File: config.mk
export PLATFORM = sky130hd
export DESIGN_NAME = nss_fifo
export DESIGN_NICKNAME = d
export VERILOG_FILES = /design/src/rtl/nss_pkg.sv /design/src/rtl/nss_fifo.sv
export SDC_FILE = /design/constraint.sdc
export NUM_CORES = 1
export LEC_CHECK = 0
export BUFFER_PORTS_ARGS = -buffer_cell sky130_fd_sc_hd__clkbuf_2
export CORE_MARGIN = 2
export CORE_UTILIZATION = 30
export DETAILED_ROUTE_END_ITERATION = 16
export GPL_ROUTABILITY_DRIVEN = 0
export HOLD_SLACK_MARGIN = 0.02
export PLACE_DENSITY_LB_ADDON = 0.08
export SLEW_MARGIN = 20
export SYNTH_ARGS = -nofsm -noshare
export SYNTH_HDL_FRONTEND = slang
export SYNTH_SLANG_ARGS = --single-unit
File: constraint.sdc
create_clock -name aclk -period 6.2 [get_ports aclk]
set_input_delay 0.93 -clock aclk [delete_from_list [all_inputs] [get_ports aclk]]
set_output_delay 0.93 -clock aclk [all_outputs]
set_load 0.02 [all_outputs]
File: src/rtl/nss_pkg.sv
// ----------------------------------------------------------------------------
// nss_pkg
// shared types and constants for the nine-slice source address block
// ----------------------------------------------------------------------------
`default_nettype none

package nss_pkg;

    // largest accepted source dimension
    localparam int MAX_DIM    = 4096;

    localparam int REG_W      = 13;
    localparam int COORD_W    = 12;
    localparam int INDEX_W    = 24;
    localparam int ERR_W      = 3;
    localparam int CFG_IDX_W  = 4;

    // center band divide: (dst - near) * source band / target band
    localparam int NUM_W      = COORD_W + REG_W;
    localparam int DEN_W      = REG_W;
    localparam int QUO_W      = REG_W;
    localparam int DIV_STAGES = QUO_W;

    localparam int FIFO_DEPTH = 4;
    localparam int FIFO_AW    = $clog2(FIFO_DEPTH);

    typedef enum logic [ERR_W-1:0] {
        ERR_OK        = 3'd0,
        ERR_EMPTY_SRC = 3'd1,
        ERR_H_INSET   = 3'd2,
        ERR_V_INSET   = 3'd3,
        ERR_TARGET    = 3'd4,
        ERR_COORD     = 3'd5
    } err_t;

    typedef enum logic [CFG_IDX_W-1:0] {
        REG_SRC_WIDTH     = 4'd0,
        REG_SRC_HEIGHT    = 4'd1,
        REG_TARGET_WIDTH  = 4'd2,
        REG_TARGET_HEIGHT = 4'd3,
        REG_INSET_LEFT    = 4'd4,
        REG_INSET_RIGHT   = 4'd5,
        REG_INSET_TOP     = 4'd6,
        REG_INSET_BOTTOM  = 4'd7
    } reg_idx_t;

    typedef struct packed {
        logic [REG_W-1:0] src_width;
        logic [REG_W-1:0] src_height;
        logic [REG_W-1:0] target_width;
        logic [REG_W-1:0] target_height;
        logic [REG_W-1:0] inset_left;
        logic [REG_W-1:0] inset_right;
        logic [REG_W-1:0] inset_top;
        logic [REG_W-1:0] inset_bottom;
    } cfg_t;

    // one axis after classification, before the multiply
    typedef struct packed {
        logic             center;
        logic [REG_W-1:0] base;
        logic [REG_W-1:0] cmax;
        logic [COORD_W-1:0] dn;
        logic [REG_W-1:0] sspan;
        logic [DEN_W-1:0] den;
    } axis_pre_t;

    typedef struct packed {
        err_t      err;
        axis_pre_t ax;
        axis_pre_t ay;
    } pre_item_t;

    // one axis as queued for the back end
    typedef struct packed {
        logic             center;
        logic [REG_W-1:0] base;
        logic [REG_W-1:0] cmax;
        logic [NUM_W-1:0] num;
        logic [DEN_W-1:0] den;
    } axis_t;

    typedef struct packed {
        err_t  err;
        axis_t ax;
        axis_t ay;
    } item_t;

endpackage

`default_nettype wire

File: src/rtl/nss_fifo.sv
// ----------------------------------------------------------------------------
// nss_fifo
// short queue between the classifying front end and the back end
// ----------------------------------------------------------------------------
`default_nettype none

module nss_fifo
    import nss_pkg::*;
(
    input  wire logic  aclk,
    input  wire logic  aresetn,
    input  wire logic  push,
    input  wire item_t push_item,
    output logic       full,
    input  wire logic  pop,
    output item_t      pop_item,
    output logic       empty
);

    item_t                slot_reg [FIFO_DEPTH];
    logic [FIFO_AW-1:0]   wr_ptr_reg;
    logic [FIFO_AW-1:0]   wr_ptr_next;
    logic [FIFO_AW-1:0]   rd_ptr_reg;
    logic [FIFO_AW-1:0]   rd_ptr_next;
    logic [FIFO_AW:0]     count_reg;
    logic [FIFO_AW:0]     count_next;

    assign full     = (count_reg == (FIFO_AW+1)'(FIFO_DEPTH));
    assign empty    = (count_reg == '0);
    assign pop_item = slot_reg[rd_ptr_reg];

    always_comb begin
        wr_ptr_next = push ? wr_ptr_reg + FIFO_AW'(1) : wr_ptr_reg;
        rd_ptr_next = pop  ? rd_ptr_reg + FIFO_AW'(1) : rd_ptr_reg;
        count_next  = count_reg;
        case ({push, pop})
            2'b10:   count_next = count_reg + (FIFO_AW+1)'(1);
            2'b01:   count_next = count_reg - (FIFO_AW+1)'(1);
            default: count_next = count_reg;
        endcase
    end

    always_ff @(posedge aclk) begin
        if (!aresetn) begin
            wr_ptr_reg <= '0;
            rd_ptr_reg <= '0;
            count_reg  <= '0;
        end else begin
            wr_ptr_reg <= wr_ptr_next;
            rd_ptr_reg <= rd_ptr_next;
            count_reg  <= count_next;
        end
    end

    always_ff @(posedge aclk) begin
        if (push) begin
            slot_reg[wr_ptr_reg] <= push_item;
        end
    end

endmodule

`default_nettype wire

# == Word-level counts from Yosys, hierarchy flattened ==
# Memories as Yosys holds them, arrays and structs flattened. A register that Yosys moved wholly into a read port is not among the register bits.
# Cells that the tools add are included.
# word_totals
out_inout_bits,135
ramBits,532
in_bits,137
memories,1
elab_cells,18
ff_bits,7
# op_classes
muxes,5
addsub,4
n_eq_ne,3
reduce_logical,2
# mem_list
name,words,word_bits,read_ports,rd_clocked_by_memory_dff,wr,line,source
slot_reg,4,133,1,1,1,nss_fifo.sv:20,item_t slot_reg [FIFO_DEPTH];
# ops
cell,n
$pmux 3 s2,1
$add 2x1->2 const B,2
$mux 2,2
$add 3x1->3 const B,1
$eq 3x3->1 const B,1
$logic_not 3->1,1
$sub 3x1->3 const B,1
$eq 2x1->1 const B,1
$eq 2x2->1 const B,1
$mux 1,2
$reduce_bool 2->1,1

# == Depth between registers and ports, before layout ==
# Gate-level depths: netlist of the first run.
# logic_depth
depth_word,3
depth_mapped,7

# == Least setup slack after synthesis of the first run ==
# OpenSTA, ideal clock, no wires.
# synth_timing
path_kind,input to register
from,in push
to,mem slot_reg[0][0] (netlist name) (enable)
stages,1
path_buffers,0
arrival_time_ns,3.974
slack_ns,1.718
required_ns,5.692
path_cell_list,and2_1
# synth_via
elab_chain_len,2
# synth_rtl
item,line,source
from (decl),nss_fifo.sv:12,"input wire logic push,"
$mux 1,nss_fifo.sv:56,if (push) begin
$mux 1 (implied by the code),nss_fifo.sv:57,slot_reg[wr_ptr_reg] <= push_item;
to (decl),nss_fifo.sv:20,
# No other way between the ends.

==> results.tsv, run 1 <==
stage	metric	value	unit
drt	via/cell ratio	4.51	
logic_synthesis	Avg Cell Area, Syn	26.5	µm²
floorplan	die width	260	µm
placement	Placed Cells	1848	
clock_network	total CTS buffers	59	
timing	Rel. slew slack	0.378	
drt	final WL	43300	µm
critical_path	critical path startpoint category	register	
layout	share of cells above drive strength 1	0.453	
critical_path	crit path capture type	output port	
layout	non-filler cells, final	1952	
clock_network	CTS tree	yes	
logic_synthesis	Post-synth EDFFs	532	
logic_synthesis	Gate Count Post-Synth	741	
floorplan	num rows	93	
clock_network	Sinks on Clock Net	541	
timing	Max Fclk	257	MHz
timing	Min Clock Period, post-route	3890	ps
critical_path	Worst R2R Path Depth	4	
logic_synthesis	ys flop type	edfxtp_1	
floorplan	DIE HEIGHT	260	µm
logic_synthesis	yosys warns	0	
timing	RSZ-0062 raised after global routing	false	
drt	drt pass-1 iters	4	
drt	DR vias	8805	
layout	Final nets	1197	
hold_path	hold depth	2	
timing	Slew Limit Fails	0	
timing	Worst Skew	18.7	ps
run	Max-Cap Viols	0	
global_routing	GRT Util Overall	0.129	
pwr	Leakage	0.00790	µW
hold_path	Worst Hold Path EP	count_reg[2]	
clock_network	CTS hold repair buffers	0	
critical_path	register-to-register setup slack	3880	ps
layout	FF+latch area	16200	µm²
global_routing	first-pass GRT wire length	64200	µm
layout	footprint of the multi-input gates	3250	µm²
clock_network	number of setup buffers added after CTS	0	
logic_synthesis	Async S/R FF share, synth	0	
timing	Worst-Margin Slew	933	ps
global_routing	largest net degree at the start of global routing	134	
critical_path	Worst Path Arrival	2960	ps
drt	Residual DRC	0	
logic_synthesis	synthesized flop and latch total	541	
clock_network	CTS clk-pin slew, worst paths	60	ps
logic_synthesis	most frequent cell after synthesis	edfxtp_1	
status	outcome	completed	
placement	Placement Setup Slack	2700	ps
timing	fin crit share	0.627	
drt	number of nets with antenna violations after routing	0	
floorplan	Starting Density	0.304	
drt	DRT iter0 DRCs	499	
logic_synthesis	post-synth cell types	20	
drt	wire per inst	22.2	µm
floorplan	I/O pin total	272	
logic_synthesis	Yosys top cell area share	0.814	
global_routing	initial antenna violation count	5	
critical_path	FF-to-FF Start	wr_ptr_reg[0]	
placement	dpl hpwl	23900	µm
critical_path	Critical Path RT	5270	ps
layout	max FFs per register	532	
floorplan	DIE AREA	67500	µm²
global_routing	GRT overflow	0	
logic_synthesis	top post-synthesis cells by count	edfxtp_1, mux4_2, buf_2	
clock_network	Root Buffer	clkbuf_16	
critical_path	Worst R2R End	slot_reg[0][115]	
logic_synthesis	sequential fraction of the synthesis area	0.823	
layout	area delta synth->final	21.3	%
clock_network	post-CTS sizing	0	
timing	Final Hold Viols	0	
floorplan	core area	64600	µm²
logic_synthesis	largest area contributor in the netlist	edfxtp_1	
critical_path	CP max FO	35	
timing	Final setup viols	0	
placement	port bufs	271	
clock_network	clk_lat worst skew	600	ps
logic_synthesis	syn_nets	884	
global_routing	vias in the first global route	9685	
layout	Fillers	5979	
critical_path	critical path class	reg -> out	
timing	final worst slack	2310	ps
timing	Fin Hold WS	516	ps
logic_synthesis	top cells by area, synth	edfxtp_1, mux4_2, dfxtp_1	
hold_path	worst hold start	count_reg[2]	
logic_synthesis	Synth Cell Area	19600	µm²
pwr	PwrDens	352	nW/µm²
clock_network	htree depth	2	
hold_path	min-delay worst type	reg -> reg	
timing	setup_tns	0	ps
clock_network	Clock Tree Buf Depth	3	
pwr	peak supply drop	0.210	mV
worst max-delay path, cell delays in order (launching register included):
cell and delay, ps:
dfxtp_4 830, buf_4 720, mux4_2 600, clkbuf_2 180
stage by stage:
stage | total power, µW | utilization | cell area (µm²)
2_1_floorplan | 4890 | - | 19600
6_report | 8380 | 0.368 | 23800
3_5_place_dp | 5240 | 0.341 | 22000
4_1_cts | 8560 | 0.368 | 23800
5_1_grt | 8740 | 0.368 | 23800
3_3_place_gp | 5230 | 0.341 | 22000
where the power goes:
| part | switching [µW] | internal, µW |
|---|---|---|
| combinational | 524 | 334 |
| sequential | 59.9 | 4200 |
| clock | 1360 | 1900 |
cell usage in the layout (no fill, tap or decap), types with 4 or more instances in the layout:
cell / Yosys / layout
clkinv_1: 0 / 13
inv_1: 6 / 6
and2_1: 10 / 6
ha_1: 5 / 5
clkbuf_2: 0 / 271
mux4_2: 133 / 133
buf_4: 0 / 6
clkinv_2: 0 / 10
clkbuf_16: 0 / 61
buf_12: 0 / 5
and2_4: 0 / 4
clkbuf_1: 6 / 14
edfxtp_1: 532 / 532
dfxtp_1: 9 / 7
metal layers:
metal | global-route usage | up-vias | part of all wire
met3 | 0.0402 | 76 | 0.065
li1 | - | 3841 | -
met4 | 0.0401 | 8 | 0.022
met5 | 0 | - | 0.0012
met2 | 0.208 | 231 | 0.48
met1 | 0.166 | 4649 | 0.43
worst max-delay path by stage:
stage / startpoint / to
after floorplan: push / slot_reg[0][0]
after global placement: register / pop_item[20]
after detailed placement: register / pop_item[23]
after CTS: register / pop_item[23]
after global routing: register / pop_item[20]
final: register / pop_item[17]
layout make-up:
class | instances | share of cell area
timing repair buffer | 282 | 0.0631
clock buffer | 75 | 0.0664
tap | 855 | 0.0450
inverter | 6 | 0.000946
multi-input combinational | 164 | 0.137
antenna | 1 | 0.000105
clock inverter | 28 | 0.00862
sequential | 541 | 0.679
kinds of logic after synthesis:
family / after synthesis / synth area share
compound gates: 3 / 0.000893
simple gates: 16 / 0.00478
fa+ha+maj: 6 / 0.00421
flops: 541 / 0.823
xor+xnor: 5 / 0.00223
buf+inv: 36 / 0.0113
mux: 134 / 0.153
No activity file was read; power rests on OpenSTA's default activity.
==> inputs of run 2 (changes only) <==
Clock period 6.2 ns to 3.87 ns, I/O delays scaled along.
==> run 2 against run 1 <==
Routed wire length down 0.86%. Sequential power is 60% higher. Register-to-register slack worse by 2000 ps. Setup slack got worse by 1300 ps. Clock skew fell by 5.9 ps. Non-clock buffer count increased by 7. Flip-flop and latch count stayed put. Die area unchanged. Clock power increased by 55%. Critical path type unchanged. Highest routed layer unchanged.
==> results.tsv, run 2 (same netlist as run 1, synthesis figures left out) <==
stage	metric	value	unit	change
status	outcome	completed		
clock_network	post-CTS sizing	0		unchanged
floorplan	core area	64600	µm²	unchanged
layout	max FFs per register	532		unchanged
drt	drt pass-1 iters	4		unchanged
placement	placed inst area	22200	µm²	+0.64%
drt	via/cell ratio	4.47		-0.83%
drt	wire per inst	21.9	µm	-1.5%
run	Max-Cap Viols	0		unchanged
critical_path	critical path class	reg -> out		
critical_path	CP cell instances	buf_12, mux4_2, clkbuf_2		
critical_path	Worst R2R Path Depth	4		unchanged
drt	DRT iter0 DRCs	482		-3.4%
global_routing	vias in the first global route	9476		-2.2%
timing	fin crit share	0.734		
timing	setup_tns	0	ps	unchanged
pwr	peak supply drop	0.307	mV	+46%
layout	Fillers	5955		-0.40%
global_routing	first-pass GRT wire length	63200	µm	-1.6%
floorplan	DIE HEIGHT	260	µm	unchanged
layout	Final nets	1203		+0.50%
clock_network	Clock Tree Buf Depth	3		unchanged
clock_network	total CTS buffers	58		-1.7%
timing	Rel. slew slack	0.533		+0.154
hold_path	min-delay worst type	in -> reg		
critical_path	Worst R2R End	slot_reg[0][67]		
critical_path	register-to-register setup slack	1890	ps	-1990 ps
clock_network	number of setup buffers added after CTS	0		unchanged
clock_network	htree depth	2		unchanged
global_routing	largest net degree at the start of global routing	94		-30%
drt	DR vias	8786		-0.22%
hold_path	worst hold start	push_item[118]		
critical_path	crit path capture type	output port		
timing	Final Hold Viols	0		unchanged
layout	share of cells above drive strength 1	0.452		-0.00180
critical_path	FF-to-FF Start	wr_ptr_reg[0]		
pwr	Leakage	0.00793	µW	+0.39%
placement	Placement Setup Slack	1580	ps	-1130 ps
hold_path	hold depth	1		-1
floorplan	DIE AREA	67500	µm²	unchanged
layout	most frequent cells in the layout	edfxtp_1, clkbuf_2, mux4_2		
global_routing	GRT Util Overall	0.127		-0.00186
pwr	PwrDens	557	nW/µm²	+58%
critical_path	Crit-path slowest cell	dfxtp_4		
clock_network	CTS hold repair buffers	0		unchanged
critical_path	critical path's top delay family	flip-flops		
drt	final WL	42900	µm	-0.86%
critical_path	critical path startpoint category	register		
drt	Residual DRC	0		unchanged
drt	number of nets with antenna violations after routing	0		unchanged
timing	Final setup viols	0		unchanged
floorplan	Starting Density	0.304		unchanged
timing	Slew Limit Fails	0		unchanged
global_routing	GRT overflow	0		unchanged
floorplan	num rows	93		unchanged
layout	final instance area	23900	µm²	+0.37%
global_routing	initial antenna violation count	4		-1
critical_path	Worst Path Arrival	2260	ps	-700 ps
hold_path	Worst Hold Path EP	slot_reg[1][118]		
clock_network	CTS clk-pin slew, worst paths	60	ps	about the same
placement	port bufs	271		unchanged
layout	area delta synth->final	21.7	%	
placement	dpl hpwl	24900	µm	+4.1%
critical_path	max incr delay on CP	630	ps	-200 ps
timing	Max Fclk	352	MHz	
clock_network	clk_lat worst skew	590	ps	about the same
clock_network	Root Buffer	clkbuf_16		
floorplan	I/O pin total	272		unchanged
critical_path	crit path buf inv count	2		unchanged
timing	Worst-Margin Slew	701	ps	-232 ps
critical_path	Critical Path RT	3290	ps	-1980 ps
pwr	Final Power	13300	µW	+59%
clock_network	CTS tree	yes		
timing	Min Clock Period, post-route	2840	ps	
timing	final worst slack	1030	ps	-1280 ps
critical_path	CP max FO	57		+63%
timing	Worst Skew	12.8	ps	-5.87 ps
timing	RSZ-0062 raised after global routing	false		
layout	commonest non-fill, non-tap cell in the layout	edfxtp_1		
floorplan	die width	260	µm	unchanged
clock_network	Sinks on Clock Net	541		unchanged
==> run 2: cell count changes in the layout (fill, tap and decap cells not counted) <==
cell / delta
diode_2: +1
clkinv_2: -1
buf_12: +7
clkbuf_1: +1
bufinv_16: -1
clkbuf_16: -2
clkinv_1: +7
==> run 2: worst max-delay path by stage <==
stage	slack [ps]	cells after the start	endpoint
finish	1030	3	pop_item[91]
CTS	910	3	pop_item[119]
floorplan	1210	1	slot_reg[1][0]
global route	900	3	pop_item[119]
detailed placement	1580	3	slot_reg[0][63]
global placement	1590	3	slot_reg[0][63]
==> run 2: power breakdown <==
| part | leakage (µW) | switching (µW) | internal (µW) | total (µW) |
|---|---|---|---|---|
| Combinational | 0.00212 | 874 | 555 | 1430 |
| Sequential | 0.00496 | 67.2 | 6730 | 6800 |
| Clock | 0.000844 | 2160 | 2900 | 5060 |
==> run 2: per-layer routing <==
layer  GRT usage  up-vias  wire (µm)
li1            -     3850          -
met1       0.168     4642      18700
met2       0.201      217      20400
met3      0.0409       73       2880
met4      0.0350        4        908
met5           0        -         27
==> run 2: worst register-to-register path, stage by stage (launching register included) <==
cell and delay [ps]:
dfxtp_1 350, inv_1 90, ha_1 150, and2_4 540, buf_12 380
==> run 2: through the flow <==
stage	hold WS, ps	utilization	std cells
finish	199	0.370	1964
global route	161	0.370	1962
CTS	140	0.370	1962
detailed placement	510	0.343	1855
global placement	494	0.343	1855
floorplan	473	-	741
==> run 2: final cells by class <==
| cell class | instances | area (µm²) | share of cell area |
|---|---|---|---|
| Antenna cell | 2 | 5.00 | 0.000210 |
| Clock buffer | 74 | 1530 | 0.0642 |
| Clock inverter | 33 | 196 | 0.00822 |
| Inverter | 6 | 22.5 | 0.000943 |
| Multi-Input combinational cell | 164 | 3250 | 0.136 |
| Sequential cell | 541 | 16200 | 0.677 |
| Tap cell | 855 | 1070 | 0.0448 |
| Timing Repair Buffer | 289 | 1640 | 0.0687 |
