`src/rtl/nss_pkg.sv`:
```
// ----------------------------------------------------------------------------
// nss_pkg
// shared types and constants for the nine-slice source address block
// ----------------------------------------------------------------------------
`default_nettype none

package nss_pkg;

    // largest accepted source dimension
    localparam int MAX_DIM    = 4096;

    localparam int REG_W      = 13;
    localparam int COORD_W    = 12;
    localparam int INDEX_W    = 24;
    localparam int ERR_W      = 3;
    localparam int CFG_IDX_W  = 4;

    // center band divide: (dst - near) * source band / target band
    localparam int NUM_W      = COORD_W + REG_W;
    localparam int DEN_W      = REG_W;
    localparam int QUO_W      = REG_W;
    localparam int DIV_STAGES = QUO_W;

    localparam int FIFO_DEPTH = 4;
    localparam int FIFO_AW    = $clog2(FIFO_DEPTH);

    typedef enum logic [ERR_W-1:0] {
        ERR_OK        = 3'd0,
        ERR_EMPTY_SRC = 3'd1,
        ERR_H_INSET   = 3'd2,
        ERR_V_INSET   = 3'd3,
        ERR_TARGET    = 3'd4,
        ERR_COORD     = 3'd5
    } err_t;

    typedef enum logic [CFG_IDX_W-1:0] {
        REG_SRC_WIDTH     = 4'd0,
        REG_SRC_HEIGHT    = 4'd1,
        REG_TARGET_WIDTH  = 4'd2,
        REG_TARGET_HEIGHT = 4'd3,
        REG_INSET_LEFT    = 4'd4,
        REG_INSET_RIGHT   = 4'd5,
        REG_INSET_TOP     = 4'd6,
        REG_INSET_BOTTOM  = 4'd7
    } reg_idx_t;

    typedef struct packed {
        logic [REG_W-1:0] src_width;
        logic [REG_W-1:0] src_height;
        logic [REG_W-1:0] target_width;
        logic [REG_W-1:0] target_height;
        logic [REG_W-1:0] inset_left;
        logic [REG_W-1:0] inset_right;
        logic [REG_W-1:0] inset_top;
        logic [REG_W-1:0] inset_bottom;
    } cfg_t;

    // one axis after classification, before the multiply
    typedef struct packed {
        logic             center;
        logic [REG_W-1:0] base;
        logic [REG_W-1:0] cmax;
        logic [COORD_W-1:0] dn;
        logic [REG_W-1:0] sspan;
        logic [DEN_W-1:0] den;
    } axis_pre_t;

    typedef struct packed {
        err_t      err;
        axis_pre_t ax;
        axis_pre_t ay;
    } pre_item_t;

    // one axis as queued for the back end
    typedef struct packed {
        logic             center;
        logic [REG_W-1:0] base;
        logic [REG_W-1:0] cmax;
        logic [NUM_W-1:0] num;
        logic [DEN_W-1:0] den;
    } axis_t;

    typedef struct packed {
        err_t  err;
        axis_t ax;
        axis_t ay;
    } item_t;

endpackage

`default_nettype wire

```
`src/rtl/nss_div.sv`:
```
// ----------------------------------------------------------------------------
// nss_div
// pipelined restoring divider, one quotient bit per stage
// ----------------------------------------------------------------------------
`default_nettype none

module nss_div
    import nss_pkg::*;
(
    input  wire logic             aclk,
    input  wire logic             en,
    input  wire logic [NUM_W-1:0] num,
    input  wire logic [DEN_W-1:0] den,
    output logic      [QUO_W-1:0] quo
);

    logic [NUM_W-1:0] rem_reg  [DIV_STAGES];
    logic [DEN_W-1:0] den_reg  [DIV_STAGES];
    logic [QUO_W-1:0] quo_reg  [DIV_STAGES];
    logic [NUM_W-1:0] rem_prev [DIV_STAGES];
    logic [DEN_W-1:0] den_prev [DIV_STAGES];
    logic [QUO_W-1:0] quo_prev [DIV_STAGES];
    logic [NUM_W-1:0] rem_next [DIV_STAGES];
    logic [QUO_W-1:0] quo_next [DIV_STAGES];
    logic [NUM_W:0]   shifted  [DIV_STAGES];
    logic [NUM_W:0]   trial    [DIV_STAGES];

    always_comb begin
        rem_prev[0] = num;
        den_prev[0] = den;
        quo_prev[0] = '0;
        for (int k = 1; k < DIV_STAGES; k++) begin
            rem_prev[k] = rem_reg[k-1];
            den_prev[k] = den_reg[k-1];
            quo_prev[k] = quo_reg[k-1];
        end
    end

    // stage k decides quotient bit DIV_STAGES-1-k
    always_comb begin
        for (int k = 0; k < DIV_STAGES; k++) begin
            shifted[k] = {{(NUM_W+1-DEN_W){1'b0}}, den_prev[k]} << (DIV_STAGES-1-k);
            trial[k]   = {1'b0, rem_prev[k]} - shifted[k];
            if (!trial[k][NUM_W]) begin
                rem_next[k] = trial[k][NUM_W-1:0];
                quo_next[k] = quo_prev[k] | (QUO_W'(1) << (DIV_STAGES-1-k));
            end else begin
                rem_next[k] = rem_prev[k];
                quo_next[k] = quo_prev[k];
            end
        end
    end

    always_ff @(posedge aclk) begin
        if (en) begin
            for (int k = 0; k < DIV_STAGES; k++) begin
                rem_reg[k] <= rem_next[k];
                den_reg[k] <= den_prev[k];
                quo_reg[k] <= quo_next[k];
            end
        end
    end

    assign quo = quo_reg[DIV_STAGES-1];

endmodule

`default_nettype wire

```
`src/rtl/nss_back.sv`:
```
// ----------------------------------------------------------------------------
// nss_back
// divides the center band, clamps, selects per axis and forms the index
// ----------------------------------------------------------------------------
`default_nettype none

module nss_back
    import nss_pkg::*;
(
    input  wire logic                aclk,
    input  wire logic                aresetn,
    input  wire logic [REG_W-1:0]    src_width,
    input  wire logic                fifo_empty,
    input  wire item_t               fifo_item,
    output logic                     pop,
    output logic                     m_tvalid,
    input  wire logic                m_tready,
    output logic      [COORD_W-1:0]  src_x,
    output logic      [COORD_W-1:0]  src_y,
    output logic      [INDEX_W-1:0]  src_index,
    output logic      [ERR_W-1:0]    error_code
);

    typedef struct packed {
        err_t             err;
        logic             cx;
        logic [REG_W-1:0] bx;
        logic [REG_W-1:0] mx;
        logic             cy;
        logic [REG_W-1:0] by;
        logic [REG_W-1:0] my;
    } side_t;

    logic                 en;
    side_t                side_in;
    side_t                side_reg [DIV_STAGES];
    logic                 vld_reg  [DIV_STAGES];
    logic [QUO_W-1:0]     qx;
    logic [QUO_W-1:0]     qy;
    side_t                side_out;
    logic [REG_W:0]       sum_x;
    logic [REG_W:0]       sum_y;
    logic [REG_W-1:0]     sx_next;
    logic [REG_W-1:0]     sy_next;
    logic                 sel_valid_reg;
    logic [REG_W-1:0]     sx_reg;
    logic [REG_W-1:0]     sy_reg;
    err_t                 sel_err_reg;
    logic                 mul_valid_reg;
    logic [2*REG_W-1:0]   prod_reg;
    logic [REG_W-1:0]     mul_sx_reg;
    logic [REG_W-1:0]     mul_sy_reg;
    err_t                 mul_err_reg;
    logic [2*REG_W-1:0]   index_sum;
    logic                 out_valid_reg;
    logic [COORD_W-1:0]   out_x_reg;
    logic [COORD_W-1:0]   out_y_reg;
    logic [INDEX_W-1:0]   out_index_reg;
    err_t                 out_err_reg;

    // whole pipeline holds while a result waits
    assign en  = !out_valid_reg || m_tready;
    assign pop = en && !fifo_empty;

    assign side_in = '{err: fifo_item.err,
                       cx: fifo_item.ax.center, bx: fifo_item.ax.base, mx: fifo_item.ax.cmax,
                       cy: fifo_item.ay.center, by: fifo_item.ay.base, my: fifo_item.ay.cmax};

    nss_div u_div_x (
        .aclk (aclk),
        .en   (en),
        .num  (fifo_item.ax.num),
        .den  (fifo_item.ax.den),
        .quo  (qx)
    );

    nss_div u_div_y (
        .aclk (aclk),
        .en   (en),
        .num  (fifo_item.ay.num),
        .den  (fifo_item.ay.den),
        .quo  (qy)
    );

    assign side_out = side_reg[DIV_STAGES-1];

    // clamp below the far inset
    always_comb begin
        sum_x = {1'b0, side_out.bx} + {1'b0, qx};
        sum_y = {1'b0, side_out.by} + {1'b0, qy};
        if (!side_out.cx) begin
            sx_next = side_out.bx;
        end else if (sum_x > {1'b0, side_out.mx}) begin
            sx_next = side_out.mx;
        end else begin
            sx_next = sum_x[REG_W-1:0];
        end
        if (!side_out.cy) begin
            sy_next = side_out.by;
        end else if (sum_y > {1'b0, side_out.my}) begin
            sy_next = side_out.my;
        end else begin
            sy_next = sum_y[REG_W-1:0];
        end
    end

    assign index_sum = prod_reg + {{REG_W{1'b0}}, mul_sx_reg};

    always_ff @(posedge aclk) begin
        if (!aresetn) begin
            for (int k = 0; k < DIV_STAGES; k++) begin
                vld_reg[k] <= 1'b0;
            end
            sel_valid_reg <= 1'b0;
            mul_valid_reg <= 1'b0;
            out_valid_reg <= 1'b0;
        end else if (en) begin
            vld_reg[0] <= pop;
            for (int k = 1; k < DIV_STAGES; k++) begin
                vld_reg[k] <= vld_reg[k-1];
            end
            sel_valid_reg <= vld_reg[DIV_STAGES-1];
            mul_valid_reg <= sel_valid_reg;
            out_valid_reg <= mul_valid_reg;
        end
    end

    always_ff @(posedge aclk) begin
        if (en) begin
            side_reg[0] <= side_in;
            for (int k = 1; k < DIV_STAGES; k++) begin
                side_reg[k] <= side_reg[k-1];
            end
            sx_reg        <= sx_next;
            sy_reg        <= sy_next;
            sel_err_reg   <= side_out.err;
            prod_reg      <= (2*REG_W)'(sy_reg) * (2*REG_W)'(src_width);
            mul_sx_reg    <= sx_reg;
            mul_sy_reg    <= sy_reg;
            mul_err_reg   <= sel_err_reg;
            out_x_reg     <= mul_sx_reg[COORD_W-1:0];
            out_y_reg     <= mul_sy_reg[COORD_W-1:0];
            out_index_reg <= index_sum[INDEX_W-1:0];
            out_err_reg   <= mul_err_reg;
        end
    end

    assign m_tvalid   = out_valid_reg;
    assign src_x      = out_x_reg;
    assign src_y      = out_y_reg;
    assign src_index  = out_index_reg;
    assign error_code = out_err_reg;

endmodule

`default_nettype wire

```
`config.mk`:
```
export PLATFORM = sky130hd
export DESIGN_NAME = nss_back
export DESIGN_NICKNAME = d
export VERILOG_FILES = /design/src/rtl/nss_pkg.sv /design/src/rtl/nss_div.sv /design/src/rtl/nss_back.sv
export SDC_FILE = /design/constraint.sdc
export NUM_CORES = 2
export LEC_CHECK = 0
export BUFFER_PORTS_ARGS = -buffer_cell sky130_fd_sc_hd__buf_2
export CORE_ASPECT_RATIO = 0.6
export CORE_UTILIZATION = 38
export DETAILED_ROUTE_END_ITERATION = 8
export GPL_TIMING_DRIVEN = 0
export PLACE_DENSITY = 0.6
export SYNTH_ARGS = -nofsm -noshare
export SYNTH_HDL_FRONTEND = slang
export SYNTH_SLANG_ARGS = --single-unit
```
`constraint.sdc`:
```
create_clock -name aclk -period 91.2 [get_ports aclk]
set_input_delay 0 -clock aclk [delete_from_list [all_inputs] [get_ports aclk]]
set_output_delay 0 -clock aclk [all_outputs]
set_load 0.005 [all_outputs]
```
### After elaboration in Yosys (flattened, before gate mapping)

Memory sizes are Yosys's and may differ from the RTL's. A register that Yosys moved wholly into a read port is not among the register bits.
Cells that the tools add are included.

* bitwise gates (word level): 13
* div/mod/pow operators: 0
* reduce and logical (&&, ||, !) cells: 5
* shift-type cells: 0
* add/sub/neg operators: 29
* multiply operators: 1
* multiplexer cells: 74
* equality and inequality tests: 0
* $lt $le $gt $ge: 2

Operator list (number)
* $mux 25: 26
* $mux 13: 6
* $sub 25x13->26: 2
* $sub 25x14->26: 2
* $sub 25x15->26: 2
* $sub 25x16->26: 2
* $sub 25x17->26: 2
* $sub 25x18->26: 2
* $sub 25x19->26: 2
* $sub 25x20->26: 2
* $sub 25x21->26: 2
* $sub 25x22->26: 2
* $sub 25x23->26: 2
* $sub 25x24->26: 2
* $sub 25x25->26: 2
* $add 13x13->14: 2
* $gt 14x13->1: 2
* $add 24x13->24: 1
* $mul 13x13->24: 1
* $mux 12: 2
* $mux 11: 2
* $mux 1: 20
* $mux 10: 2
* $mux 9: 2
* 11 further kinds: 32

* bits of input ports: 150
* logic and storage cells: 145
* bits in writable memories: 2080
* latch bits: 0
* memories: 8
* register bits: 134
* ROM bits: 0

Memories
* side_reg: depth 13, width 57, read ports 13, clocked after Yosys merged registers in 0, write ports 13, line nss_back.sv:36 `side_t side_reg [DIV_STAGES];`
* u_div_x.rem_reg: depth 13, width 25, read ports 12, clocked after Yosys merged registers in 0, write ports 13, line nss_div.sv:17 `logic [NUM_W-1:0] rem_reg [DIV_STAGES];`
* u_div_y.rem_reg: depth 13, width 25, read ports 12, clocked after Yosys merged registers in 0, write ports 13, line nss_div.sv:17
* u_div_x.den_reg: depth 13, width 13, read ports 12, clocked after Yosys merged registers in 0, write ports 13, line nss_div.sv:18 `logic [DEN_W-1:0] den_reg [DIV_STAGES];`
* u_div_x.quo_reg: depth 13, width 13, read ports 13, clocked after Yosys merged registers in 0, write ports 13, line nss_div.sv:19 `logic [QUO_W-1:0] quo_reg [DIV_STAGES];`
* u_div_y.den_reg: depth 13, width 13, read ports 12, clocked after Yosys merged registers in 0, write ports 13, line nss_div.sv:18
* 2 more memories

### Longest topological paths before layout

* depth in word-level cells: 6
* depth in mapped cells: 22
* depth with buffers taken out: 20

### By module

Synthesis repeated with hierarchy kept, for this count alone.

* cells, all modules: 6384
* area, all modules: 89515.9 um^2

Modules (own cells, without submodules)
* nss_back: cells an instance 2034, times used 1, seq. area each 26575.5 um^2, area an instance 35457.8 um^2
* nss_div at u_div_x: cells an instance 2165, times used 1, seq. area each 16425.8 um^2, area an instance 27049.7 um^2
* nss_div at u_div_y: cells an instance 2185, times used 1, seq. area each 16425.8 um^2, area an instance 27008.4 um^2

### Least setup slack after synthesis

Ideal clock, no wire load.

* kind: reg2reg
* start point: reg out_valid_reg (netlist: m_tvalid)
* end point: mem vld_reg[9], data pin
* library setup time: 0.401 ns
* arrival time: 57.526 ns
* required time: 90.799 ns
* slack: 33.273 ns
* stages on the path, launching flop included: 5
* period minus slack after synthesis: 57.927 ns
* cells stage by stage: dfxtp_1 nor2b_1 inv_1 clkbuf_1 and3_1

RTL lines
* from (decl): line nss_back.sv:55 `logic out_valid_reg;`
* from (signal assigned): line nss_back.sv:124 `out_valid_reg <= mul_valid_reg;`
* to (decl): line nss_back.sv:37 `logic vld_reg [DIV_STAGES];`

### Final worst setup path

* start point: reg sy_reg[8]
* end point: reg prod_reg[23], data pin

* word-level cells in the longest chain between the ends: 1

Ends and longest elaborated chain
* from (decl): line nss_back.sv:47 `logic [REG_W-1:0] sy_reg;`
* from (signal assigned): line nss_back.sv:135 `sy_reg <= sy_next;`
* $mul 13x13->24: line nss_back.sv:137 `prod_reg <= (2*REG_W)'(sy_reg) * (2*REG_W)'(src_width);`
* to (signal assigned): line nss_back.sv:137
* to (decl): line nss_back.sv:50 `logic [2*REG_W-1:0] prod_reg;`

Every way passes these cells.
A chain may end at the register's enable or synchronous reset.

==> results.sh <==
export IMPL_hold_class="in -> reg"
export IMPL_post_cts_resized=0
export IMPL_syn_inst=6242
export IMPL_portBuffers=202
export IMPL_area_delta_synth_final_pct=16.68
export IMPL_post_synth_top_area_cell="edfxtp_1"
export IMPL_most_common_layout_cells="1971 x edfxtp_1, 616 x inv_1, 463 x ha_1, 397 x nand2_1, 340 x nor2_1"
export IMPL_drtIter0Drc=3367
export IMPL_ys_warn_count=0
export IMPL_tightest_slew_ns=0.9575
export IMPL_outcome="finished, violations left"
export IMPL_cellLeakagePower_nw=41.03
export IMPL_cp_required_ns=91.72
export IMPL_dp_hpwl_um=113900
export IMPL_place_gp_congestion=0.8540
export IMPL_viasPerCell=4.800
export IMPL_layout_min_cycle_time_ns=6.761
export IMPL_synth_nets=7002
export IMPL_syn_area_um2=89050
export IMPL_num_vias=49090
export IMPL_crit_path_start_kind="flip-flop"
export IMPL_hold_violations=0
export IMPL_drive_above_1_share=0.09718
export IMPL_largest_reg_flops=741
export IMPL_vdd_ir_drop_worst_uv=56.74
export IMPL_grt_pass1_wl_um=261000
export IMPL_fill_cells=20280
export IMPL_synth_top_area_frac=0.6646
export IMPL_clk_pin_slew_worst_paths_ns=0.06
export IMPL_finalSetupViolations=0
export IMPL_synth_seq_cells=1983
export IMPL_finalClockSkew_ns=0.06783
export IMPL_synth_area_leaders="edfxtp_1 66%, ha_1 6.5%, fa_1 3.3%, inv_1 2.6%, xnor2_1 2.1%"
export IMPL_rsz0062_at_grt="false"
export IMPL_firstDrtPassIters=9
export IMPL_drv_slew=0
export IMPL_grt_pass1_vias=49220
export IMPL_reg2reg_depth=19
export IMPL_yosysSeqAreaShare=0.6673
export IMPL_min_period_over_period=0.07413
export IMPL_critical_path_class="reg -> reg"
export IMPL_grt_usage=0.1358
export IMPL_clock_root_buffer="clkbuf_16"
export IMPL_die_area_um2=236400
export IMPL_critPathMaxFanout=10
export IMPL_nNetsFinal=7716
export IMPL_syn_area_per_cell_um2=14.27
export IMPL_max_freq_mhz=147.9
export IMPL_antenna_found_initial=5
export IMPL_ys_flop_type="edfxtp_1"
export IMPL_final_antenna_net_count=0
export IMPL_drc=18
export IMPL_worstPathArrival_ns=7.28
export IMPL_cts_setup_buffers=0
export IMPL_ctsHtreeMaxLevel=4
export IMPL_dp_cells=9603
export IMPL_relSlewSlack=0.3563
export IMPL_hold_path_depth=6
export IMPL_post_synth_num_cell_types=84
export IMPL_layout_commonest_cell="edfxtp_1"
export IMPL_fp_dieH_um=377.0
export IMPL_diodes=0
export IMPL_synth_edff_count=1971
export IMPL_overflow=0
export IMPL_synth_async_sr_flop_share=0
export IMPL_setup_tns_ns=0
export IMPL_numCtsBuffers=196
export IMPL_clk_latency_ns=0.83
export IMPL_die_x_um=627.0
export IMPL_fin_cells=10230
export IMPL_cts_sinks=1983
export IMPL_clockBufferDepth=4
export IMPL_violations="DRC"
export IMPL_io_pins=203
export IMPL_coreArea_um2=232600
export IMPL_wl_um=162700
export IMPL_power_density_nw_per_um2=34.74
export IMPL_wl_per_cell_um=15.91
export IMPL_rows=137
export IMPL_cts_tree="built"
export IMPL_end_kind="flip-flop"
export IMPL_maxCapViolations=0
export IMPL_grt_max_degree=79
export IMPL_start_util=0.3828
logic make-up after synthesis:
logic type,after synthesis,synth area share
AOI/OAI and AO/OA,1084,0.07729
buffers and inverters,709,0.03021
DFF,1983,0.6673
adders and majority gates,610,0.09810
and+or+nand+nor,1338,0.07177
xor gates and xnor gates,340,0.03344
muxes,178,0.02188
final cells by class:
type / instances / area (µm²) / share of cell area
inverters: 617 / 2316 / 0.02229
clock buffers: 231 / 5057 / 0.04867
multi-input cells: 3550 / 26940 / 0.2592
repair buffers: 516 / 4692 / 0.04516
well taps: 3127 / 3913 / 0.03766
plain buffers: 92 / 377.9 / 0.003637
flip-flops and latches: 1983 / 59430 / 0.5719
clock inverters: 111 / 1185 / 0.01140
where the power goes:
part	internal, W	switching (W)	leakage [nW]
sequential	0.00127	0.000104	20.7
combinational	0.000638	0.000797	17.3
clock	0.000461	0.000335	3.05
total	0.00237	0.00124	41.0
path summary, 6_finish.rpt:
kind,slack [ns],end,from
min reg2reg,0.37,u_div_y.quo_reg[3][12],u_div_y.quo_reg[2][51]
min,0.07,prod_reg[23],src_width[11]
max,84.44,prod_reg[23],sy_reg[8]
max reg2reg,84.44,prod_reg[23],sy_reg[8]
critical path, cell delays in order (launching register included):
cell and delay (ns):
edfxtp_1 0.62, clkbuf_1 0.66, nand2_1 0.18, fa_1 0.57
inv_1 0.06, fa_1 0.58, fa_1 0.45, fa_1 0.56
inv_1 0.06, fa_1 0.57, inv_1 0.05, ha_1 0.38
nand3_1 0.13, nor2_1 0.21, nand3_1 0.11, o21ai_0 0.52
nand3_1 0.21, o31ai_1 0.30, a21oi_1 0.14, xnor2_1 0.13
metal layers:
metal	wire length, µm	track usage	share of wire
met2	69020	0.2046	0.42
met1	83780	0.2026	0.51
met5	0	0	0
met3	6834	0.02431	0.042
met4	3060	0.03302	0.019
per-stage QoR:
step | area (µm²) | power [W] | hold WS (ns) | util | worst slack, ns
after global routing | 103900 | 0.003898 | 0.05848 | 0.4467 | 83.98
after global placement | 93980 | 0.002782 | 0.1763 | 0.4040 | 14.77
after floorplan | 89050 | 0.002446 | 0.03834 | - | 33.27
after detailed placement | 94840 | 0.002817 | 0.1781 | 0.4077 | 84.34
final | 103900 | 0.003609 | 0.07359 | 0.4467 | 84.44
after CTS | 103900 | 0.003650 | 0.005844 | 0.4467 | 84.31
timing repair:
action | CTS | global route
hold buffers | 282 | 0
endpoints found under the setup margin | 0 | 0
hold endpoints to repair | 159 | 0
synth_stat cells (all sizes together), types with 29 or more instances:
| cell type | n |
|---|---|
| a211oi | 43 |
| a21boi | 31 |
| a21o | 87 |
| a21oi | 308 |
| and2 | 93 |
| clkbuf | 76 |
| edfxtp | 1971 |
| fa | 147 |
| ha | 463 |
| inv | 616 |
| mux2 | 127 |
| mux2i | 51 |
| nand2 | 397 |
| nand2b | 105 |
| nand3 | 74 |
| nor2 | 340 |
| nor2b | 76 |
| nor3 | 102 |
| nor4 | 31 |
| o21a | 97 |
| o21ai | 278 |
| o31ai | 39 |
| or3 | 29 |
| xnor2 | 214 |
| xor2 | 126 |
Power figures use the tool's default switching activity.
