===== src/rtl/nss_pkg.sv =====
// ----------------------------------------------------------------------------
// nss_pkg
// shared types and constants for the nine-slice source address block
// ----------------------------------------------------------------------------
`default_nettype none

package nss_pkg;

    // largest accepted source dimension
    localparam int MAX_DIM    = 4096;

    localparam int REG_W      = 13;
    localparam int COORD_W    = 12;
    localparam int INDEX_W    = 24;
    localparam int ERR_W      = 3;
    localparam int CFG_IDX_W  = 4;

    // center band divide: (dst - near) * source band / target band
    localparam int NUM_W      = COORD_W + REG_W;
    localparam int DEN_W      = REG_W;
    localparam int QUO_W      = REG_W;
    localparam int DIV_STAGES = QUO_W;

    localparam int FIFO_DEPTH = 4;
    localparam int FIFO_AW    = $clog2(FIFO_DEPTH);

    typedef enum logic [ERR_W-1:0] {
        ERR_OK        = 3'd0,
        ERR_EMPTY_SRC = 3'd1,
        ERR_H_INSET   = 3'd2,
        ERR_V_INSET   = 3'd3,
        ERR_TARGET    = 3'd4,
        ERR_COORD     = 3'd5
    } err_t;

    typedef enum logic [CFG_IDX_W-1:0] {
        REG_SRC_WIDTH     = 4'd0,
        REG_SRC_HEIGHT    = 4'd1,
        REG_TARGET_WIDTH  = 4'd2,
        REG_TARGET_HEIGHT = 4'd3,
        REG_INSET_LEFT    = 4'd4,
        REG_INSET_RIGHT   = 4'd5,
        REG_INSET_TOP     = 4'd6,
        REG_INSET_BOTTOM  = 4'd7
    } reg_idx_t;

    typedef struct packed {
        logic [REG_W-1:0] src_width;
        logic [REG_W-1:0] src_height;
        logic [REG_W-1:0] target_width;
        logic [REG_W-1:0] target_height;
        logic [REG_W-1:0] inset_left;
        logic [REG_W-1:0] inset_right;
        logic [REG_W-1:0] inset_top;
        logic [REG_W-1:0] inset_bottom;
    } cfg_t;

    // one axis after classification, before the multiply
    typedef struct packed {
        logic             center;
        logic [REG_W-1:0] base;
        logic [REG_W-1:0] cmax;
        logic [COORD_W-1:0] dn;
        logic [REG_W-1:0] sspan;
        logic [DEN_W-1:0] den;
    } axis_pre_t;

    typedef struct packed {
        err_t      err;
        axis_pre_t ax;
        axis_pre_t ay;
    } pre_item_t;

    // one axis as queued for the back end
    typedef struct packed {
        logic             center;
        logic [REG_W-1:0] base;
        logic [REG_W-1:0] cmax;
        logic [NUM_W-1:0] num;
        logic [DEN_W-1:0] den;
    } axis_t;

    typedef struct packed {
        err_t  err;
        axis_t ax;
        axis_t ay;
    } item_t;

endpackage

`default_nettype wire


===== src/rtl/nss_front.sv =====
// ----------------------------------------------------------------------------
// nss_front
// accepts destination coordinates, checks the configuration, classifies
// each axis and forms the center band numerator
// ----------------------------------------------------------------------------
`default_nettype none

module nss_front
    import nss_pkg::*;
(
    input  wire logic               aclk,
    input  wire logic               aresetn,
    input  wire cfg_t               cfg,
    input  wire logic               s_tvalid,
    output logic                    s_tready,
    input  wire logic [COORD_W-1:0] dst_x,
    input  wire logic [COORD_W-1:0] dst_y,
    input  wire logic               fifo_full,
    output logic                    push,
    output item_t                   push_item
);

    logic      a_valid_reg;
    pre_item_t a_item_reg;
    pre_item_t a_item_next;
    logic      b_valid_reg;
    item_t     b_item_reg;
    item_t     b_item_next;
    logic      a_ready;
    logic      b_ready;
    err_t      err;
    logic [REG_W:0] sum_h;
    logic [REG_W:0] sum_v;

    function automatic axis_pre_t classify(
        input logic [COORD_W-1:0] d,
        input logic [REG_W-1:0]   tgt,
        input logic [REG_W-1:0]   src,
        input logic [REG_W-1:0]   near,
        input logic [REG_W-1:0]   far
    );
        axis_pre_t      r;
        logic [REG_W:0] far_end;
        logic [REG_W-1:0] dn_full;
        far_end  = {2'b00, d} + {1'b0, far};
        dn_full  = {1'b0, d} - near;
        r.center = 1'b0;
        r.base   = '0;
        r.cmax   = src - far - REG_W'(1);
        r.dn     = dn_full[COORD_W-1:0];
        r.sspan  = src - near - far;
        r.den    = tgt - near - far;
        if ({1'b0, d} < near) begin
            r.base = {1'b0, d};
        end else if (far_end >= {1'b0, tgt}) begin
            r.base = src - (tgt - {1'b0, d});
        end else if (r.den == '0 || r.sspan == '0) begin
            r.base = near;
        end else begin
            // stretched offset is added to the near inset in the back end
            r.center = 1'b1;
            r.base   = near;
        end
        return r;
    endfunction

    // config checks in priority order
    always_comb begin
        sum_h = {1'b0, cfg.inset_left} + {1'b0, cfg.inset_right};
        sum_v = {1'b0, cfg.inset_top} + {1'b0, cfg.inset_bottom};
        if (cfg.src_width == '0 || cfg.src_height == '0 ||
            32'(cfg.src_width) > 32'(MAX_DIM) || 32'(cfg.src_height) > 32'(MAX_DIM)) begin
            err = ERR_EMPTY_SRC;
        end else if (sum_h >= {1'b0, cfg.src_width}) begin
            err = ERR_H_INSET;
        end else if (sum_v >= {1'b0, cfg.src_height}) begin
            err = ERR_V_INSET;
        end else if ({1'b0, cfg.target_width} < sum_h ||
                     {1'b0, cfg.target_height} < sum_v) begin
            err = ERR_TARGET;
        end else if ({1'b0, dst_x} >= cfg.target_width ||
                     {1'b0, dst_y} >= cfg.target_height) begin
            err = ERR_COORD;
        end else begin
            err = ERR_OK;
        end
    end

    always_comb begin
        a_item_next.err = err;
        a_item_next.ax  = classify(dst_x, cfg.target_width, cfg.src_width,
                                   cfg.inset_left, cfg.inset_right);
        a_item_next.ay  = classify(dst_y, cfg.target_height, cfg.src_height,
                                   cfg.inset_top, cfg.inset_bottom);
        // errors give zero coordinates through the direct path
        if (err != ERR_OK) begin
            a_item_next.ax.center = 1'b0;
            a_item_next.ax.base   = '0;
            a_item_next.ay.center = 1'b0;
            a_item_next.ay.base   = '0;
        end
    end

    always_comb begin
        b_item_next.err       = a_item_reg.err;
        b_item_next.ax.center = a_item_reg.ax.center;
        b_item_next.ax.base   = a_item_reg.ax.base;
        b_item_next.ax.cmax   = a_item_reg.ax.cmax;
        b_item_next.ax.num    = NUM_W'(a_item_reg.ax.dn) * NUM_W'(a_item_reg.ax.sspan);
        b_item_next.ax.den    = a_item_reg.ax.den;
        b_item_next.ay.center = a_item_reg.ay.center;
        b_item_next.ay.base   = a_item_reg.ay.base;
        b_item_next.ay.cmax   = a_item_reg.ay.cmax;
        b_item_next.ay.num    = NUM_W'(a_item_reg.ay.dn) * NUM_W'(a_item_reg.ay.sspan);
        b_item_next.ay.den    = a_item_reg.ay.den;
    end

    assign b_ready   = !b_valid_reg || !fifo_full;
    assign a_ready   = !a_valid_reg || b_ready;
    assign s_tready  = a_ready;
    assign push      = b_valid_reg && !fifo_full;
    assign push_item = b_item_reg;

    always_ff @(posedge aclk) begin
        if (!aresetn) begin
            a_valid_reg <= 1'b0;
            b_valid_reg <= 1'b0;
        end else begin
            if (a_ready) begin
                a_valid_reg <= s_tvalid;
            end
            if (b_ready) begin
                b_valid_reg <= a_valid_reg;
            end
        end
    end

    always_ff @(posedge aclk) begin
        if (a_ready) begin
            a_item_reg <= a_item_next;
        end
        if (b_ready) begin
            b_item_reg <= b_item_next;
        end
    end

endmodule

`default_nettype wire


===== config.mk =====
export PLATFORM = sky130hd
export DESIGN_NAME = nss_front
export DESIGN_NICKNAME = d
export VERILOG_FILES = /design/src/rtl/nss_pkg.sv /design/src/rtl/nss_front.sv
export SDC_FILE = /design/constraint.sdc
export NUM_CORES = 1
export LEC_CHECK = 0
export BUFFER_PORTS_ARGS = -buffer_cell sky130_fd_sc_hd__buf_4
export CAP_MARGIN = 15
export CORE_MARGIN = 5
export CORE_UTILIZATION = 47
export DETAILED_ROUTE_END_ITERATION = 16
export PLACE_DENSITY = 0.72
export REMOVE_ABC_BUFFERS = 1
export SETUP_SLACK_MARGIN = 0.5
export SLEW_MARGIN = 20
export SYNTH_ARGS = -nofsm -noshare
export SYNTH_HDL_FRONTEND = slang
export SYNTH_SLANG_ARGS = --single-unit

===== constraint.sdc =====
create_clock -name aclk -period 6.35 [get_ports aclk]
set_input_delay 0.9525 -clock aclk [delete_from_list [all_inputs] [get_ports aclk]]
set_output_delay 0.9525 -clock aclk [all_outputs]
set_load 0.005 [all_outputs]

# [Word-level counts from Yosys, hierarchy flattened]
# Index checks and enable logic that the tools add are counted.
[classes] reduce_logical=24 multipliers=2 muxes=11 n_addsub=22 n_lt_le_gt_ge=12
[ops] op="13-bit subtractor" count=12
[ops] op="13-bit zero test" count=6
[ops] op="14-bit by 13-bit >= comparator with 1-bit output" count=4
[ops] op="12-bit by 13-bit multiplier with 25-bit output" count=2
[ops] op="12-bit by 13-bit adder with 14-bit output" count=2
[ops] op="13-bit by 13-bit adder with 14-bit output" count=2
[ops] op="13-bit by 14-bit less-than comparator with 1-bit output" count=2
[ops] op="12-bit by 13-bit >= comparator with 1-bit output" count=2
[ops] op="13-bit > comparator (second input constant)" count=2
[ops] op="12-bit by 13-bit less-than comparator with 1-bit output" count=2
[ops] op="13-bit 2-to-1 mux" count=2
[ops] op="13-bit by 1-bit subtractor with 13-bit output (second input constant)" count=2
[ops] op="13-bit by 12-bit subtractor with 13-bit output" count=2
[ops] op="12-bit 2-to-1 mux" count=2
[ops] op="12-bit subtractor" count=2
[ops] op="3-bit 2-to-1 mux" count=5
[ops] op="1-bit logical OR" count=9
[ops] op="3-bit OR reduction" count=2
[ops] op="2-bit OR reduction" count=2
[ops] op="1-bit zero test" count=3
[ops] op="3-bit nonzero test" count=1
[ops] op="1-bit 2-to-1 mux" count=2
[ops] op="1-bit logical AND" count=1
[totals] ff_bits=268 wordCells=99 out_inout_bits=135 input_bits=132

# [Depth between registers and ports, before layout]
# Gate-level depths: netlist (run 1).
[logic_depth] depth_word=9 ltp_mapped=21 depth_no_buf=20

# [Worst setup path before layout (run 1)]
# No wires, ideal clock.
[synth_timing] path_kind="input -> register" startpoint="in fifo_full" endpoint="reg a_item_reg[0] (netlist name) (enable)" path_stages=1 required_ns=4.839 n_path_buf=0 arrival_time_ns=4.030 setup_ns=1.511 slack_ns=0.809 path_cell_list="nand3_1"
[synth_via] elab_chain_len=3
[synth_rtl] element="start, declared" line="nss_front.sv:18" rtl="input wire logic fifo_full,"
[synth_rtl] element="1-bit zero test" line="nss_front.sv:118" rtl="assign b_ready = !b_valid_reg || !fifo_full;"
[synth_rtl] element="1-bit logical OR" line="nss_front.sv:118"
[synth_rtl] element="1-bit logical OR" line="nss_front.sv:119" rtl="assign a_ready = !a_valid_reg || b_ready;"
[synth_rtl] element="end signal, assigned" line="nss_front.sv:140" rtl="a_item_reg <= a_item_next;"
[synth_rtl] element="end, declared" line="nss_front.sv:24" rtl="pre_item_t a_item_reg;"
# Every way passes these cells.
# A chain may end at the register's enable or synchronous reset.

==> results of run 1 <==
cell usage in the layout (no fill, tap or decap), drive strengths merged, types with 11 or more instances in the layout:
cell type and count:
and3 25, mux2i 16, inv 554, nor2 141, o21bai 15, nand3 36, o21ai 87, xor2 54
and2 136, a211oi 40, nand2b 16, o21a 37, ha 426, a31oi 13, a21o 58, nor3 47
a21oi 137, edfxtp 266, xnor2 134, clkbuf 32, o211ai 13, or3 20, or2 15, diode 11
nor2b 37, fa 300, nand2 271, buf 312
kinds of logic after synthesis:
logic type | after synthesis | synth area share [%]
XOR/XNOR | 188 | 5.379
AND/OR/NAND/NOR | 781 | 12.37
adder cells (fa/ha/maj) | 726 | 37.03
flip-flops | 268 | 26.23
buffers and inverters | 612 | 7.513
multiplexers | 19 | 0.6336
AO/OA/AOI/OAI | 499 | 10.84
per-stage QoR:
step	worst slack (ps)	cells	hold slack [ps]	cell area, sq um
after global placement	475.5	4159	403.0	33520
after floorplan	808.8	3028	400.3	30360
after detailed placement	362.2	4160	404.5	33550
final	773.1	4264	415.3	34930
after global routing	519.0	4264	422.8	34930
after CTS	509.6	4218	414.9	34620
layout make-up:
cell class | count | area [sq um] | area share, %
timing repair buffer | 312 | 2362 | 6.763
clock buffer | 32 | 779.5 | 2.232
inverter | 547 | 2053 | 5.879
tap | 855 | 1070 | 3.063
multi-input combinational | 2213 | 20330 | 58.20
clock inverter | 26 | 279.0 | 0.7989
sequential | 268 | 8028 | 22.98
antenna | 11 | 27.53 | 0.07881
how the worst min path moves through the flow:
stage | slack (ps) | depth (start not counted) | end | start
detailed placement | 400 | 0 | push_item[132] | a_item_reg[132]
floorplan | 400 | 0 | push_item[0] | a_item_reg[0]
finish | 420 | 0 | push_item[65] | a_item_reg[65]
global placement | 400 | 0 | push_item[132] | a_item_reg[132]
CTS | 410 | 0 | push_item[65] | a_item_reg[65]
global route | 420 | 0 | push_item[65] | a_item_reg[65]
routing by layer:
layer	up-vias	global-route usage, %	routed length (um)
met5	-	0	0
met4	0	6.503	2413
met3	117	3.940	5842
met2	710	35.61	35720
met1	11067	31.98	36380
li1	10916	-	-
worst max-delay path: cells and delay by family (launching register included):
family	cells	cell delay (ps)
adder cells (fa/ha/maj)	6	2840
flip-flops	1	630
AO/OA/AOI/OAI	5	1220
AND/OR/NAND/NOR	4	500
buffers and inverters	3	130
what timing repair did:
item | 4_1_cts | 5_1_grt
resized for setup | 1 | 4
setup buffers | 0 | 35
setup endpoints to repair | 2 | 4
==> impl_metrics.ini, run 1 <==
[clock_tree]
clk_latency_ps = 600
holdBufCountCts = 0
cts.sinks = 268
path_clk_slew_ps = 70
cts-htree-levels = 1
clockBufferDepth = 3
cts_root_buf = clkbuf_16
cts_made_buffers = 31
cts_tree = built

[sta]
fmax_mhz = 179.3
drv_slew = 0
hold_viol_final = 0
clock_skew_ps = 18.70
finalCriticalPeriod_ps = 5577
max_slew_margin_pct = 26.19
rsz0062_at_grt = false
tightest_slew_ps = 1107
setup-tns-final_ps = 0
finalSetupViolCount = 0
post-route-period-util_pct = 87.82

[place]
dp_hpwl_um = 66100
port-buffer-count = 266
place.gp.congestion = 0.9649

[logic_synthesis]
synthTopCellsByArea = edfxtp_1 (26%), fa_1 (20%), ha_1 (17%)
synth_top_area_cell = edfxtp_1
synth_top_area_share_pct = 26.10
netlist_instances = 3093
syn_area_sq_um = 30610
ys_seq_area_share_pct = 26.23
synthFlopType = edfxtp_1
ys.warnings.count = 0
synth_cell_types = 71
ys_ff_latch = 268
synthTopCellsByCount = inv_1 (547), ha_1 (426), fa_1 (300)
synth.avg_cell_area_sq_um = 9.896
synth_most_common_cell = inv_1
synth_edf_count = 266
async_flop_share_pct = 0

[critical_path]
crit_type = reg2reg
crit_path_top_delay_cell = edfxtp_1
cpMostUsedCell = fa_1
path_max_fanout = 13
arrival_ps = 5930
reg2reg_from = a_item_reg[30]
r2r_cells = 18
cp-end-kind = flop
rrSetupSlack_ps = 770
crit_start = a_item_reg[30]
slowest_delay_ps = 630
path_cells = nand2_1, fa_1, fa_1, fa_1, inv_1, fa_1, inv_1, fa_1, inv_1, ha_1, o211ai_1, nand2_1, and3_1, a22oi_1, a21oi_1, o211ai_1, nand2_1, a311o_1
worstSetupStartpointType = flop
cp.required_ps = 6700
r2r_end = push_item[37]
endpoint = push_item[37]

[floorplanning]
fp.dieW_um = 265.2
core-area_sq_um = 64460
rows = 93
die_h_um = 265.2
io_pins = 267
start_util_pct = 47.48
dieArea_sq_um = 70330

[worst_hold_path]
hold_path_class = reg2reg

[status]
status = completed

[global_route]
grt_pass1_wl_um = 126300
grt_util_all_layers_pct = 22.47
grt_pass1_vias = 23076
grt_max_degree = 75
grt_overflow_total = 0
antenna_found_initial = 11

[cells_and_area]
num-nets-final = 4231
fillers = 5901
fin_util_pct = 54.18
area_delta_synth_final_pct = 14.11
drive_gt1_share_pct = 11.80

[route]
firstDrtPassIters = 5
vias_per_cell = 5.349
wire_per_inst_um = 18.84
vias = 22810
drt_iter0_drc = 1391
drtAntennaViolNets = 0
drc = 0
routed_wirelength_um = 80350

[run]
maxCapViolations = 0
Power of run 1 is left out: the tool's default activity adds up to more than one toggle a clock period on the data nets, which glitch-free logic cannot reach.
==> run 2, diff against run 1 <==
ABC_AREA = 1   (was default)
==> run 2 against run 1 <==
Compared with the run above:
- via count increased by 9.0%
- clock skew decreased by 7.9 ps
- final area increased by 2.8%
==> impl_metrics.ini, run 2 <==
[status]
status = completed

[sta]
hold_viol_final = 0
clock_skew_ps = 10.77
finalSetupViolCount = 0
rsz0062_at_grt = false
post-route-period-util_pct = 84.04
fmax_mhz = 187.4
setup-tns-final_ps = 0
finalCriticalPeriod_ps = 5336
tightest_slew_ps = 1036
max_slew_margin_pct = 30.95
drv_slew = 0

[clock_tree]
cts.sinks = 268
cts-htree-levels = 1
clk_latency_ps = 590
cts_made_buffers = 31
cts_setup_buffers = 0
holdBufCountCts = 0
cts_resized = 0
cts_root_buf = clkbuf_16
cts_tree = built
clockBufferDepth = 3
path_clk_slew_ps = 60

[worst_hold_path]
hold_path_class = reg2reg
whs_endpoint = push_item[63]
holdPathStages = 0
hp-start = a_item_reg[63]

[floorplanning]
die_h_um = 270.6
rows = 95
core-area_sq_um = 67280
start_util_pct = 47.46
io_pins = 267
fp.dieW_um = 270.6
dieArea_sq_um = 73250

[logic_synthesis]
synthFlopType = edfxtp_1
synthTopCellsByArea = edfxtp_1 (25%), fa_1 (19%), ha_1 (17%)
synth-adder-area-share_pct = 35.50
synth_most_common_cell = inv_1
synth_cell_types = 48
synthXorXnorAreaFrac_pct = 5.459
ys_seq_area_share_pct = 25.14
synth_edf_count = 266
ys.warnings.count = 0
netlist_instances = 3714
ys_ff_latch = 268
synthTopCellsByCount = inv_1 (901), nand2_1 (757), ha_1 (426)
async_flop_share_pct = 0
synth_simple_gate_area_share_pct = 15.44
synth_top_family_by_area = adder cells
synth_top_area_cell = edfxtp_1
syn_area_sq_um = 31930
synth.avg_cell_area_sq_um = 8.597
synth_compound_area_share_pct = 6.905
synth_top_area_share_pct = 25.02
synth_mux_area_share_pct = 0

[critical_path]
worstSetupStartpointType = flop
r2r_cells = 19
rrSetupSlack_ps = 1010
r2r_end = push_item[98]
arrival_ps = 5660
path_max_fanout = 13
reg2reg_from = a_item_reg[99]
cp.required_ps = 6680
crit_type = reg2reg
cp-end-kind = flop

[route]
vias_per_cell = 5.125
drt_iter0_drc = 2080
drc = 0
drtAntennaViolNets = 0
wire_per_inst_um = 17.59
firstDrtPassIters = 6
vias = 24859
routed_wirelength_um = 85310

[cells_and_area]
drive_gt1_share_pct = 9.278
num-nets-final = 4812
layout_commonest_cell = inv_1
final_cell_mix = inv_1 (901), nand2_1 (756), ha_1 (426)
final_area_sq_um = 35900
area_delta_synth_final_pct = 12.43

[place]
place.gp.congestion = 0.9254
dpl_cell_area_sq_um = 34800
dp_hpwl_um = 71130
port-buffer-count = 266

[global_route]
grt_max_degree = 135
grt_util_all_layers_pct = 22.98
grt_pass1_wl_um = 134800
grt_pass1_vias = 25053
antenna_found_initial = 5
grt_overflow_total = 0

[run]
maxCapViolations = 0
[run 2: logic make-up (layout without fill, tap and decap cells)]
family                   Yosys count  in the layout
AO/OA/AOI/OAI                    379            379
AND/OR/NAND/NOR                 1174           1174
buffers and inverters            968           1231
flip-flops                       268            268
other                              0              1
XOR/XNOR                         199            199
adder cells (fa/ha/maj)          726            726
[run 2: worst max-delay path, stage by stage (launching register included)]
cell and delay [ps]:
edfxtp_1 600, nand2_1 140, inv_1 70, fa_1 540, inv_1 60, fa_1 470, inv_1 50, fa_1 490
fa_1 540, inv_1 50, fa_1 520, inv_1 40, ha_1 340, nand2_1 110, nor3_1 350, a21oi_1 180
o21bai_1 220, inv_1 60, o21bai_1 150, xor2_1 90
[run 2: how the worst max path moves through the flow]
stage / from / to / slack, ps / cells after the start
4_1_cts: a_item_reg[99] / push_item[98] / 1050 / 19
2_1_floorplan: fifo_full / a_item_reg[0] / 800 / 1
6_report: a_item_reg[99] / push_item[98] / 1010 / 19
3_3_place_gp: a_item_reg[99] / push_item[98] / 1110 / 19
5_1_grt: a_item_reg[99] / push_item[98] / 700 / 19
3_5_place_dp: a_item_reg[84] / push_item[98] / 1060 / 17
[run 2: final cells by class]
cell class              instances  area [sq um]
well taps                     873          1092
multi-input cells            2478         20230
fillers                      6254         31380
clock buffers                  34         787.0
clock inverters                22         305.3
diodes                          1         2.502
inverters                     902          3387
flip-flops and latches        268          8028
repair buffers                273          2062
[run 2: metrics by stage]
step / std cells / utilization, % / hold WS (ps) / setup WS, ps
global placement: 4794 / 51.73 / 400.7 / 1109
global route: 4851 / 53.36 / 423.4 / 699.5
floorplan: 3648 / - / 400.3 / 802.5
detailed placement: 4794 / 51.73 / 404.5 / 1061
finish: 4851 / 53.36 / 417.1 / 1014
CTS: 4850 / 53.35 / 418.2 / 1054
[run 2: routing by layer]
metal  vias up  global-route usage [%]  wire [um]
met5         -                       0         13
met4         2                   5.270       2174
met3       129                   3.792       5526
met2       733                   36.63      37650
met1     11819                   33.14      39940
li1      12176                       -          -
Power of run 2 is left out for the same reason.
